<file path="src/rtl/mlqws_pkg.sv">
// Shared types and constants for the multilevel weighted slot scheduler.
// Depends on nothing; every other file imports it.
`timescale 1ns / 1ps
`default_nettype none

package mlqws_pkg;

  localparam int TagW = 16;
  localparam int LvlW = 3;

  typedef enum logic [0:0] {
    OP_ENQ = 1'b0,
    OP_DEQ = 1'b1
  } op_e;

  typedef enum logic [1:0] {
    ST_ENQ   = 2'd0,
    ST_DROP  = 2'd1,
    ST_GRANT = 2'd2,
    ST_NONE  = 2'd3
  } status_e;

  typedef enum logic [1:0] {
    S_IDLE,
    S_EXEC,
    S_TAG
  } state_e;

  // Classified command as it leaves the front queue.
  typedef struct packed {
    op_e             opcode;
    logic [TagW-1:0] tag;
    logic [LvlW-1:0] level;
    logic            drop;
  } cmd_t;

  typedef struct packed {
    status_e         status;
    logic [TagW-1:0] tag;
    logic [LvlW-1:0] level;
  } res_t;

endpackage

`default_nettype wire

</file>
<file path="src/rtl/mlqws_front.sv">
// Front end: two-entry command queue that accepts beats and flags enqueues
// to levels that do not exist. Depends on mlqws_pkg.
`timescale 1ns / 1ps
`default_nettype none

module mlqws_front import mlqws_pkg::*; #(
  parameter int NUM_LEVELS = 8
) (
  input  wire logic clk_i,
  input  wire logic rst_ni,
  input  wire logic push,
  output logic      full,
  input  wire op_e  opcode_i,
  input  wire logic [TagW-1:0] task_tag_i,
  input  wire logic [LvlW-1:0] level_i,
  output logic      cmd_valid_o,
  output cmd_t      cmd_o,
  input  wire logic cmd_pop_i
);

  cmd_t       entry_q [2];
  logic       wr_ptr_q, wr_ptr_d;
  logic       rd_ptr_q, rd_ptr_d;
  logic [1:0] cnt_q, cnt_d;
  logic       wr_en, rd_en;
  cmd_t       cmd_in;

  assign full        = (cnt_q == 2'd2);
  assign cmd_valid_o = (cnt_q != 2'd0);
  assign cmd_o       = entry_q[rd_ptr_q];
  assign wr_en       = push && !full;
  assign rd_en       = cmd_pop_i && cmd_valid_o;

  always_comb begin
    cmd_in.opcode = opcode_i;
    cmd_in.tag    = task_tag_i;
    cmd_in.level  = level_i;
    cmd_in.drop   = (opcode_i == OP_ENQ) && (int'(level_i) >= NUM_LEVELS);
  end

  always_comb begin
    wr_ptr_d = wr_en ? !wr_ptr_q : wr_ptr_q;
    rd_ptr_d = rd_en ? !rd_ptr_q : rd_ptr_q;
    cnt_d    = cnt_q + {1'b0, wr_en} - {1'b0, rd_en};
  end

  always_ff @(posedge clk_i or negedge rst_ni) begin
    if (!rst_ni) begin
      wr_ptr_q <= 1'b0;
      rd_ptr_q <= 1'b0;
      cnt_q    <= 2'd0;
    end else begin
      wr_ptr_q <= wr_ptr_d;
      rd_ptr_q <= rd_ptr_d;
      cnt_q    <= cnt_d;
    end
  end

  always_ff @(posedge clk_i) begin
    if (wr_en) begin
      entry_q[wr_ptr_q] <= cmd_in;
    end
  end

endmodule

`default_nettype wire

</file>
<file path="src/rtl/mlqws_back.sv">
// Back end: level descriptors, credit memory, tag memory and the sequencer
// that serves one command at a time. Depends on mlqws_pkg.
`timescale 1ns / 1ps
`default_nettype none

module mlqws_back import mlqws_pkg::*; #(
  parameter int NUM_LEVELS  = 8,
  parameter int LEVEL_DEPTH = 16,
  parameter int TAG_BITS    = 16
) (
  input  wire logic clk_i,
  input  wire logic rst_ni,
  input  wire logic cmd_valid_i,
  input  wire cmd_t cmd_i,
  output logic      cmd_pop_o,
  input  wire logic res_ready_i,
  output logic      res_push_o,
  output res_t      res_o
);

  localparam int LW   = $clog2(NUM_LEVELS);
  localparam int HW   = $clog2(LEVEL_DEPTH);
  localparam int CNTW = $clog2(LEVEL_DEPTH + 1);
  localparam int DW   = HW + CNTW;
  localparam int CW   = $clog2(NUM_LEVELS + 1);
  localparam int AW   = $clog2(NUM_LEVELS * LEVEL_DEPTH);
  localparam int SW   = (TAG_BITS < TagW) ? TAG_BITS : TagW;

  logic [SW-1:0] tag_mem  [NUM_LEVELS*LEVEL_DEPTH];
  logic [DW-1:0] desc_mem [NUM_LEVELS];
  logic [CW-1:0] cred_mem [NUM_LEVELS];

  state_e state_q, state_d;

  logic [NUM_LEVELS-1:0] nonempty_q, nonempty_d;
  logic [NUM_LEVELS-1:0] cred_ok_q, cred_ok_d;
  logic [NUM_LEVELS-1:0] fresh_q, fresh_d;
  logic [NUM_LEVELS-1:0] desc_vld_q, desc_vld_d;

  logic [LW-1:0]   sel_q;
  logic            is_enq_q;
  logic [SW-1:0]   tag_q;
  logic [DW-1:0]   desc_rd_q;
  logic [CW-1:0]   cred_rd_q;
  logic [SW-1:0]   tag_rd_q;

  logic [NUM_LEVELS-1:0] ready_v;
  logic [LW-1:0]   enc_ready, enc_ne, pick;
  logic            any_ready, any_ne, cmd_go, is_enq, refill, instant;

  logic [DW-1:0]   desc_cur;
  logic [HW-1:0]   head, head_nx, pos;
  logic [CNTW-1:0] cnt, cnt_m1;
  logic [CNTW:0]   pos_sum;
  logic [CW-1:0]   cred, cred_m1;
  logic            lvl_full;
  logic [AW-1:0]   base, tag_addr;

  logic            tag_we, tag_re, desc_we, cred_we;
  logic [DW-1:0]   desc_wd;

  // Priority encoders over the per-level flags, lowest index wins.
  assign ready_v = nonempty_q & cred_ok_q;

  always_comb begin
    enc_ready = '0;
    enc_ne    = '0;
    for (int i = NUM_LEVELS - 1; i >= 0; i--) begin
      if (ready_v[i]) begin
        enc_ready = LW'(i);
      end
      if (nonempty_q[i]) begin
        enc_ne = LW'(i);
      end
    end
  end

  assign any_ready = |ready_v;
  assign any_ne    = |nonempty_q;
  assign is_enq    = (cmd_i.opcode == OP_ENQ);
  assign cmd_go    = (state_q == S_IDLE) && cmd_valid_i && res_ready_i;
  assign refill    = !is_enq && !any_ready;
  assign instant   = is_enq ? cmd_i.drop : !any_ne;
  assign pick      = is_enq ? LW'(cmd_i.level) : (any_ready ? enc_ready : enc_ne);

  // Current descriptor and credit of the selected level.
  always_comb begin
    desc_cur = desc_vld_q[sel_q] ? desc_rd_q : '0;
    head     = desc_cur[DW-1:CNTW];
    cnt      = desc_cur[CNTW-1:0];
    cred     = fresh_q[sel_q] ? (CW'(NUM_LEVELS) - CW'(sel_q)) : cred_rd_q;
    cred_m1  = cred - CW'(1);
    cnt_m1   = cnt - CNTW'(1);
    lvl_full = (cnt == CNTW'(LEVEL_DEPTH));
    pos_sum  = (CNTW + 1)'(head) + (CNTW + 1)'(cnt);
    pos      = (pos_sum >= (CNTW + 1)'(LEVEL_DEPTH)) ?
               HW'(pos_sum - (CNTW + 1)'(LEVEL_DEPTH)) : HW'(pos_sum);
    head_nx  = (head == HW'(LEVEL_DEPTH - 1)) ? '0 : head + HW'(1);
    base     = AW'(sel_q) * AW'(LEVEL_DEPTH);
    tag_addr = base + (is_enq_q ? AW'(pos) : AW'(head));
  end

  // Next state.
  always_comb begin
    state_d = state_q;
    case (state_q)
      S_IDLE: begin
        if (cmd_go && !instant) begin
          state_d = S_EXEC;
        end
      end
      S_EXEC: begin
        state_d = is_enq_q ? S_IDLE : S_TAG;
      end
      S_TAG: begin
        state_d = S_IDLE;
      end
      default: begin
        state_d = S_IDLE;
      end
    endcase
  end

  // Outputs and flag updates.
  always_comb begin
    cmd_pop_o   = 1'b0;
    res_push_o  = 1'b0;
    res_o       = '{status: ST_ENQ, tag: '0, level: '0};
    tag_we      = 1'b0;
    tag_re      = 1'b0;
    desc_we     = 1'b0;
    cred_we     = 1'b0;
    desc_wd     = '0;
    nonempty_d  = nonempty_q;
    cred_ok_d   = cred_ok_q;
    fresh_d     = fresh_q;
    desc_vld_d  = desc_vld_q;
    case (state_q)
      S_IDLE: begin
        cmd_pop_o = cmd_go;
        if (cmd_go) begin
          if (refill) begin
            cred_ok_d = '1;
            fresh_d   = '1;
          end
          if (instant) begin
            res_push_o   = 1'b1;
            res_o.status = is_enq ? ST_DROP : ST_NONE;
          end
        end
      end
      S_EXEC: begin
        if (is_enq_q) begin
          res_push_o = 1'b1;
          if (lvl_full) begin
            res_o.status = ST_DROP;
          end else begin
            res_o.status       = ST_ENQ;
            tag_we             = 1'b1;
            desc_we            = 1'b1;
            desc_wd            = {head, cnt + CNTW'(1)};
            nonempty_d[sel_q]  = 1'b1;
            desc_vld_d[sel_q]  = 1'b1;
          end
        end else begin
          tag_re            = 1'b1;
          desc_we           = 1'b1;
          cred_we           = 1'b1;
          desc_wd           = {head_nx, cnt_m1};
          nonempty_d[sel_q] = (cnt_m1 != '0);
          cred_ok_d[sel_q]  = (cred_m1 != '0);
          fresh_d[sel_q]    = 1'b0;
          desc_vld_d[sel_q] = 1'b1;
        end
      end
      S_TAG: begin
        res_push_o   = 1'b1;
        res_o.status = ST_GRANT;
        res_o.tag    = TagW'(tag_rd_q);
        res_o.level  = LvlW'(sel_q);
      end
      default: begin
      end
    endcase
  end

  always_ff @(posedge clk_i or negedge rst_ni) begin
    if (!rst_ni) begin
      state_q    <= S_IDLE;
      nonempty_q <= '0;
      cred_ok_q  <= '1;
      fresh_q    <= '1;
      desc_vld_q <= '0;
    end else begin
      state_q    <= state_d;
      nonempty_q <= nonempty_d;
      cred_ok_q  <= cred_ok_d;
      fresh_q    <= fresh_d;
      desc_vld_q <= desc_vld_d;
    end
  end

  always_ff @(posedge clk_i) begin
    if (cmd_go) begin
      sel_q     <= pick;
      is_enq_q  <= is_enq;
      tag_q     <= SW'(cmd_i.tag);
      desc_rd_q <= desc_mem[pick];
      cred_rd_q <= cred_mem[pick];
    end
    if (desc_we) begin
      desc_mem[sel_q] <= desc_wd;
    end
    if (cred_we) begin
      cred_mem[sel_q] <= cred_m1;
    end
    if (tag_we) begin
      tag_mem[tag_addr] <= tag_q;
    end
    if (tag_re) begin
      tag_rd_q <= tag_mem[tag_addr];
    end
  end

  a_tag_after_exec: assert property (@(posedge clk_i) disable iff (!rst_ni)
    state_q == S_TAG |-> $past(state_q) == S_EXEC)
    else $error("tag stage entered without an execute stage");

  a_deq_level_ready: assert property (@(posedge clk_i) disable iff (!rst_ni)
    state_q == S_EXEC && !is_enq_q |-> nonempty_q[sel_q] && cred_ok_q[sel_q] && cnt != '0)
    else $error("dequeue served a level that is empty or out of credit");

  a_pop_needs_room: assert property (@(posedge clk_i) disable iff (!rst_ni)
    cmd_pop_o |-> res_ready_i && cmd_valid_i)
    else $error("command taken without room for its result");

  a_grant_from_tag: assert property (@(posedge clk_i) disable iff (!rst_ni)
    res_push_o && res_o.status == ST_GRANT |-> state_q == S_TAG)
    else $error("grant pushed outside the tag stage");

endmodule

`default_nettype wire

</file>
<file path="src/rtl/mlqws_resq.sv">
// Two-entry result queue between the back end and the result ports.
// Depends on mlqws_pkg.
`timescale 1ns / 1ps
`default_nettype none

module mlqws_resq import mlqws_pkg::*; (
  input  wire logic clk_i,
  input  wire logic rst_ni,
  input  wire logic res_push_i,
  input  wire res_t res_i,
  output logic      res_ready_o,
  output logic      empty,
  input  wire logic pop,
  output res_t      res_o
);

  res_t       entry_q [2];
  logic       wr_ptr_q, wr_ptr_d;
  logic       rd_ptr_q, rd_ptr_d;
  logic [1:0] cnt_q, cnt_d;
  logic       wr_en, rd_en;

  assign res_ready_o = (cnt_q != 2'd2);
  assign empty       = (cnt_q == 2'd0);
  assign res_o       = entry_q[rd_ptr_q];
  assign wr_en       = res_push_i && res_ready_o;
  assign rd_en       = pop && !empty;

  always_comb begin
    wr_ptr_d = wr_en ? !wr_ptr_q : wr_ptr_q;
    rd_ptr_d = rd_en ? !rd_ptr_q : rd_ptr_q;
    cnt_d    = cnt_q + {1'b0, wr_en} - {1'b0, rd_en};
  end

  always_ff @(posedge clk_i or negedge rst_ni) begin
    if (!rst_ni) begin
      wr_ptr_q <= 1'b0;
      rd_ptr_q <= 1'b0;
      cnt_q    <= 2'd0;
    end else begin
      wr_ptr_q <= wr_ptr_d;
      rd_ptr_q <= rd_ptr_d;
      cnt_q    <= cnt_d;
    end
  end

  always_ff @(posedge clk_i) begin
    if (wr_en) begin
      entry_q[wr_ptr_q] <= res_i;
    end
  end

endmodule

`default_nettype wire

</file>
<file path="src/rtl/mlq_weighted_slot_scheduler.sv">
// An enqueue result is pushed into the result queue from the execute state and a grant
// from the tag state that follows it; a dequeue that finds every level empty, or an
// enqueue to a level that does not exist, is answered from the idle state. A new command
// is taken only in the idle state and only while the result queue has room.
// Reset: asynchronous, active low; all levels read as empty and every credit as its full
// value at once, with no clearing pass. Tag memory contents are left as they are.
`timescale 1ns / 1ps
`default_nettype none

module mlq_weighted_slot_scheduler import mlqws_pkg::*; #(
  parameter int NUM_LEVELS  = 8,
  parameter int LEVEL_DEPTH = 16,
  parameter int TAG_BITS    = 16
) (
  input  wire logic            clk_i,
  input  wire logic            rst_ni,
  input  wire logic            push,
  output logic                 full,
  input  wire logic            opcode_i,
  input  wire logic [TagW-1:0] task_tag_i,
  input  wire logic [LvlW-1:0] level_i,
  output logic                 empty,
  input  wire logic            pop,
  output logic [1:0]           status_o,
  output logic [TagW-1:0]      granted_tag_o,
  output logic [LvlW-1:0]      granted_level_o
);

  // The front queue holds up to two command beats, so the upstream side keeps moving
  // while the engine works through a dequeue.
  logic cmd_valid, cmd_pop;
  cmd_t cmd;

  // The result queue holds up to two result beats; the engine starts a command only
  // when the queue has room, so a stalled consumer never loses a result.
  logic res_ready, res_push;
  res_t res_in, res_out;

  mlqws_front #(
    .NUM_LEVELS (NUM_LEVELS)
  ) u_front (
    .clk_i       (clk_i),
    .rst_ni      (rst_ni),
    .push        (push),
    .full        (full),
    .opcode_i    (op_e'(opcode_i)),
    .task_tag_i  (task_tag_i),
    .level_i     (level_i),
    .cmd_valid_o (cmd_valid),
    .cmd_o       (cmd),
    .cmd_pop_i   (cmd_pop)
  );

  // The engine keeps one descriptor (head and count) per level, a credit per level and the
  // tag memory. Per-level flag vectors drive the lowest-level-first search; when no
  // non-empty level has credit, all credits are refilled in the same cycle as the search.
  mlqws_back #(
    .NUM_LEVELS  (NUM_LEVELS),
    .LEVEL_DEPTH (LEVEL_DEPTH),
    .TAG_BITS    (TAG_BITS)
  ) u_back (
    .clk_i       (clk_i),
    .rst_ni      (rst_ni),
    .cmd_valid_i (cmd_valid),
    .cmd_i       (cmd),
    .cmd_pop_o   (cmd_pop),
    .res_ready_i (res_ready),
    .res_push_o  (res_push),
    .res_o       (res_in)
  );

  mlqws_resq u_resq (
    .clk_i       (clk_i),
    .rst_ni      (rst_ni),
    .res_push_i  (res_push),
    .res_i       (res_in),
    .res_ready_o (res_ready),
    .empty       (empty),
    .pop         (pop),
    .res_o       (res_out)
  );

  assign status_o        = res_out.status;
  assign granted_tag_o   = res_out.tag;
  assign granted_level_o = res_out.level;

endmodule

`default_nettype wire
</file>
<file path="config.mk">
export PLATFORM = sky130hd
export DESIGN_NAME = mlq_weighted_slot_scheduler
export DESIGN_NICKNAME = d
export VERILOG_FILES = /design/src/rtl/mlqws_pkg.sv /design/src/rtl/mlqws_front.sv /design/src/rtl/mlqws_back.sv /design/src/rtl/mlqws_resq.sv /design/src/rtl/mlq_weighted_slot_scheduler.sv
export SDC_FILE = /design/constraint.sdc
export NUM_CORES = 2
export LEC_CHECK = 0
export BUFFER_PORTS_ARGS = -buffer_cell sky130_fd_sc_hd__buf_2
export CAP_MARGIN = 20
export CORE_MARGIN = 5
export CORE_UTILIZATION = 68
export DETAILED_ROUTE_END_ITERATION = 8
export MAX_ROUTING_LAYER = met4
export PLACE_DENSITY_LB_ADDON = 0.25
export SLEW_MARGIN = 10
export SYNTH_ARGS = -nofsm -noshare
export SYNTH_HDL_FRONTEND = slang
export SYNTH_SLANG_ARGS = --single-unit
</file>
<file path="constraint.sdc">
create_clock -name clk_i -period 15.2 [get_ports clk_i]
set_input_delay 1.52 -clock clk_i [delete_from_list [all_inputs] [get_ports clk_i]]
set_output_delay 1.52 -clock clk_i [all_outputs]
set_load 0.01 [all_outputs]
</file>
=== Word level (Yosys, flattened, before mapping) ===
Memories as Yosys holds them, arrays and structs flattened. A register that Yosys moved wholly into a read port is not among the register bits.
Index checks and enable logic that the tools add are counted.

* RAM bits: 2,234
* Memories kept: 5
* Register bits after elaboration: 62
* Logic and storage cells: 156

{| class="wikitable"
|+ Memories
! memory !! depth !! width !! read ports !! clocked after memory_dff !! wr ports !! line !! source
|-
| u_back.tag_mem || 128 || 16 || 1 || 1 || 1 || mlqws_back.sv:29 || <nowiki>logic [SW-1:0] tag_mem [NUM_LEVELS*LEVEL_DEPTH];</nowiki>
|-
| u_back.desc_mem || 8 || 9 || 1 || 1 || 1 || mlqws_back.sv:30 || <nowiki>logic [DW-1:0] desc_mem [NUM_LEVELS];</nowiki>
|-
| u_resq.entry_q || 2 || 21 || 1 || 0 || 1 || mlqws_resq.sv:17 || <nowiki>res_t entry_q [2];</nowiki>
|-
| u_front.entry_q || 2 || 20 || 1 || 0 || 1 || mlqws_front.sv:21 || <nowiki>cmd_t entry_q [2];</nowiki>
|-
| u_back.cred_mem || 8 || 4 || 1 || 1 || 1 || mlqws_back.sv:31 || <nowiki>logic [CW-1:0] cred_mem [NUM_LEVELS];</nowiki>
|}

* Multiplexer cells: 77
* Bitwise logic cells: 6
* Order comparisons: 3
* Equality and inequality tests: 11
* $add $sub $neg: 12
* Reduce and logical (&&, ||, !) cells: 28

{| class="wikitable"
|+ Operators by type and width
! operator !! count
|-
| 2-to-1 mux 8 bit || 8
|-
| 2-to-1 mux 3 bit || 18
|-
| 2-to-1 mux 9 bit || 4
|-
| case mux 8 bit (2 select lines) || 2
|-
| 2-to-1 mux 1 bit || 26
|-
| 2-to-1 mux 19 bit || 1
|-
| bitwise AND 8 bit || 2
|-
| bitwise mux 8 bit || 2
|-
| 2-to-1 mux 4 bit || 4
|-
| bitwise OR 8 bit || 2
|-
| OR reduction 8 bit || 2
|-
| 2-to-1 mux 2 bit || 6
|-
| logical AND 1 bit || 9
|-
| zero test 1 bit || 9
|-
| inequality test 2 bit, second input constant || 4
|-
| inverter 8 bit || 1
|-
| subtractor 4 x 1 -> 4 bit, second input constant || 2
|-
| adder 7 bit || 1
|-
| adder 4 x 5 -> 6 bit || 1
|-
| binary-select mux 1 bit (select 3 bit) || 2
|-
| greater-or-equal comparator 6 x 5 -> 1 bit, second input constant || 1
|-
| case mux 2 bit (3 select lines) || 1
|-
| adder 5 x 1 -> 5 bit, second input constant || 1
|-
| == test 5 bit, second input constant || 1
|-
| 21 further kinds || 27
|}

=== Depth between registers and ports, before layout ===
* Word-level depth: 11
* Gate-level depth with buffers: 21
* Gate-level depth less buffers: 15

=== By module ===
Synthesis repeated with hierarchy kept, for this count alone.

* Cell total of the unflattened synthesis: 5,220
* Area, all modules: 88,349.7 µm²

{| class="wikitable"
|+ By module, submodules not included
! module !! instances !! seq. area each (µm²) !! area each (µm²) !! cells each
|-
| mlqws_back || 1 || 66,964.2 || 84,975.2 || 5,056
|-
| mlqws_resq || 1 || 1,361.3 || 1,716.6 || 82
|-
| mlqws_front || 1 || 1,301.2 || 1,657.8 || 82
|}

=== Worst setup path before layout ===
OpenSTA, ideal clock, no wires.

* Kind: reg2reg
* From: register u_back.sel_q[2]
* To: memory u_back.tag_mem[95][0] (netlist bit) (enable)
* Library setup time: 0.388 ns
* Stages on the path, launching flop included: 19
* Path slack: 10.358 ns
* Required time: 14.812 ns
* Data arrival time: 4.453 ns
* Path through: edfxtp_1 -> buf_6 -> or2b_1 -> o32ai_2 -> or2_1 -> clkbuf_1 -> and2_1 -> clkbuf_1 -> ha_1 -> a2111oi_0 -> o21ai_0 -> a21oi_1 -> or2_1 -> buf_4 -> buf_6 -> buf_6 -> clkbuf_1 -> nand3_1 -> nor2_1

* Cells in the longest elaborated chain, start to end: 9
* Elaborated cells on any way between the ends: 15

{| class="wikitable"
|+ Ends and longest elaborated chain
! what !! line !! source
|-
| start, declared || mlqws_back.sv:40 || <nowiki>logic [LW-1:0] sel_q;</nowiki>
|-
| start signal, assigned || mlqws_back.sv:205 || <nowiki>sel_q <= pick;</nowiki>
|-
| branches (longest 9 deep; another with adder 7 bit) || n/a ||
|-
| end, declared || mlqws_back.sv:29 ||
|}

Parallel ways; which one is timed is not known. The select of a mux whose other input is x is not followed.

=== Worst setup path after layout ===
* From: register u_back.sel_q[0]
* To: register u_back.tag_rd_q[0], read port of u_back.tag_mem, data pin

* Cells in the longest elaborated chain, start to end: 8
* Elaborated cells on any way between the ends: 9

{| class="wikitable"
|+ Ends and longest elaborated chain
! what !! line !! source
|-
| binary-select mux 1 bit (select 3 bit) || mlqws_back.sv:88 || <nowiki>desc_cur = desc_vld_q[sel_q] ? desc_rd_q : '0;</nowiki>
|-
| 2-to-1 mux 1 bit (not written as such) || mlqws_back.sv:88 ||
|-
| 2-to-1 mux 9 bit || mlqws_back.sv:88 ||
|-
| adder 4 x 5 -> 6 bit || mlqws_back.sv:95 || <nowiki>pos_sum = (CNTW + 1)'(head) + (CNTW + 1)'(cnt);</nowiki>
|-
| greater-or-equal comparator 6 x 5 -> 1 bit / subtractor 4 x 1 -> 4 bit (equally long branches) || mlqws_back.sv:96, mlqws_back.sv:97 ||
|-
| 2-to-1 mux 4 bit || mlqws_back.sv:96 || <nowiki>pos = (pos_sum >= (CNTW + 1)'(LEVEL_DEPTH)) ?</nowiki>
|-
| 2-to-1 mux 4 bit || mlqws_back.sv:100 || <nowiki>tag_addr = base + (is_enq_q ? AW'(pos) : AW'(head));</nowiki>
|-
| adder 7 bit * || mlqws_back.sv:100 ||
|-
| end, declared || mlqws_back.sv:45 || <nowiki>logic [SW-1:0] tag_rd_q;</nowiki>
|}

Every way passes the cells marked *; elsewhere a longest branch is shown, timed or not. The select of a mux whose other input is x is not followed.
A chain may end at the register's enable or synchronous reset.

==> results.cfg <==
[logic_synthesis]
synth.top_cell.area_share_pct = 74.3
yosysSeqAreaShare_pct = 75.4
yosysUniqueCellTypes = 69
synthArstFlopShare_pct = 1.81
yosysWarnings = 0
ys_ff_latch = 2325
syn-num-nets = 6226
syn-cell-area_mm2 = 0.0923
synth-main-ff-cell = edfxtp_1
synth_area_leaders = edfxtp_1 74%, nand2_1 3.8%, a211oi_1 3.2%
synth_edf_count = 2283
synth_top_area_cell = edfxtp_1
syn_avg_cell_area_um2 = 14.9
synthCells = 6188

[floorplan]
fp.dieArea_mm2 = 0.143
ios = 47
core_mm2 = 0.135
start_util_pct = 68.3
fp.dieW_um = 378
rows = 135
die_h_um = 378

[clock_network]
root_buffer = clkbuf_16
clock_latency_ns = 0.86
clkSlewWorstSetupHoldPaths_ns = 0.06
htree_levels = 4
cts_hold_buf = 0
cts_setup_buffers = 0
cts_buffer_depth = 3
tritoncts = yes
cts.sinks = 2325
cts_made_buffers = 214
cts_resized = 0

[cells_and_area]
fillers = 7519
drive_gt1_share_pct = 11.8
syn2layout_area_growth_pct = 10.3
multi_input_area_mm2 = 0.0207
seqCellArea_mm2 = 0.0696
finalNetCount = 6248
design_area_mm2 = 0.102

[placed_design]
dpl-instance-area_mm2 = 0.0948
io_buffers = 46
place_congestion = 0.911
hpwl_um = 137000

[sta]
hold_violations = 0
fmax_ghz = 0.131
fin_tns_setup_ns = 0
rsz0062_at_grt = false
fin_crit_sh_pct = 50.1
tightest_slew_ns = 1.25
clock_skew_ns = 0.0390
holdWs_ns = 0.459
slew_headroom_pct = 16.9
min_period_ns = 7.62
setup_viol = 0
finalMaxSlewViolations = 0

[global_route]
grt_pass1_wl_um = 362000
antenna_found_initial = 20
grt_usage_pct = 35.5
globalRoute.totalOverflow = 0
grt_max_degree = 209
grt_pass1_vias = 55800

[critical_path]
cp_max_fo = 197
r2r_start = u_back.sel_q[0]
cp.arrival_ns = 8.32
cp.required_ns = 15.91
path_class = flip-flop to flip-flop
cp-start-kind = flip-flop
setup.worst_path.start = u_back.sel_q[0]
setup.worst_path.end_class = flip-flop

[route]
drtAntennaViolNets = 0
viasPerCell = 7.14
wire_per_inst_um = 30.3
totalWireLength_um = 248000
vias = 58500
drt_pass1_iterations = 8
drcViolationCount = 0
dr.first_iter.drc_count = 10400

[hold_path]
min_from = u_back.fresh_q[7]
hold_path_class = flip-flop to flip-flop

[outcome]
status = finished, final reports clean

[run]
drv_cap = 0
-- cell type report --
class | count | area share [%]
inverters | 32 | 0.118
diodes | 19 | 0.0467
multi-input cells | 3343 | 20.4
repair buffers | 294 | 2.26
clock inverters | 126 | 1.02
well taps | 1781 | 2.19
clock buffers | 272 | 5.57
flip-flops and latches | 2325 | 68.4
-- per-stage QoR --
step | std cells | util (%) | worst slack [ns]
floorplan | 6188 | - | 10.36
global placement | 7750 | 70.1 | 7.33
detailed placement | 7762 | 70.2 | 7.76
CTS | 8160 | 75.1 | 7.76
global route | 8189 | 75.3 | 7.26
finish | 8192 | 75.3 | 7.58
-- final timing paths --
| kind | endpoint | slack [ns] | cells past startpoint |
|---|---|---|---|
| worst max-delay path | u_back.tag_rd_q[0] | 7.58 | 16 |
| worst min-delay path | u_back.fresh_q[7] | 0.46 | 2 |
| worst max register to register | u_back.tag_rd_q[0] | 7.58 | 16 |
| worst min register to register | u_back.fresh_q[7] | 0.46 | 2 |
| max in group asynchronous | u_back.cred_ok_q[2] | 14.12 | 2 |
| min in group asynchronous | u_resq.cnt_q[1] | 0.52 | 1 |
-- metal layers --
layer	global-route usage, %	wire length (µm)	vias up
li1	-	-	24400
met1	47.5	87600	28800
met2	51.3	113000	4606
met3	10.5	35100	719
met4	16.0	12600	0
met5	-	0	-
-- state kept, by name, indices dropped and copies added (netlist names), 2 cells and up --
register           cells
u_back.desc_mem       72
u_resq.entry_q        42
u_front.cnt_q          2
u_resq.cnt_q           2
u_front.entry_q       40
u_back.cred_mem       32
u_back.tag_mem      2048
u_back.cred_ok_q       8
u_back.cred_rd_q       4
u_back.desc_vld_q      8
u_back.state_q         2
u_back.tag_q          16
u_back.fresh_q         8
u_back.tag_rd_q       16
u_back.nonempty_q      8
u_back.desc_rd_q       9
u_back.sel_q           3
-- kinds of logic (layout without fill, tap and decap cells) --
kind of cell             Yosys count  after routing  share of synthesized area (%)
AO/OA/AOI/OAI                   1387           1387                           10.4
XOR/XNOR                          18             18                          0.171
adder cells (fa/ha/maj)           15             15                          0.202
buffers and inverters            520            724                           2.36
flip-flops                      2325           2325                           75.4
multiplexers                     223            223                           2.88
other                              0             19                              0
AND/OR/NAND/NOR                 1700           1700                           8.52
-- cells in the mapped netlist (10+ instances only) --
library cell / number
o21ai_0: 57
dfstp_2: 16
nand2_1: 934
inv_1: 30
and3_1: 375
ha_1: 14
a31oi_1: 212
nor4_1: 63
a21oi_1: 262
o22ai_1: 92
nand4_1: 13
o2111ai_1: 96
a211oi_1: 399
o211ai_1: 10
nor3_1: 14
a221oi_1: 44
a32oi_1: 74
buf_2: 96
nand3_1: 48
buf_6: 10
buf_1: 57
mux4_2: 29
and2_1: 28
or4_1: 19
edfxtp_1: 2283
mux2i_1: 143
o221ai_1: 46
mux2_2: 51
dfrtp_1: 26
nor2_1: 172
xnor2_1: 12
clkbuf_1: 317
a22oi_1: 63
-- critical path, stage by stage (launching register included) --
cell and delay, ns:
edfxtp_1 0.44, inv_2 0.65, o32ai_2 0.27, or2_1 0.44, and2_1 0.27, ha_1 0.23
ha_1 0.32, nand2_4 0.29, nand2_4 0.68, buf_12 0.66, buf_4 0.90, a211oi_1 0.23
o2111ai_1 0.32, o2111ai_1 0.34, nor4_1 0.71, buf_4 0.26, or4_1 0.15
-- cell usage in the layout, fill, tap and decap left out, drive strengths merged, types with 143 or more instances in the layout --
master | synthesis | layout
a211oi | 399 | 399
a21oi | 262 | 262
a31oi | 212 | 212
and3 | 375 | 375
buf | 171 | 294
clkbuf | 317 | 272
edfxtp | 2283 | 2283
mux2i | 143 | 143
nand2 | 934 | 934
nor2 | 173 | 173
Power is not shown: default switching activity piles up to over one toggle a cycle in this logic, so the estimate is an artifact.
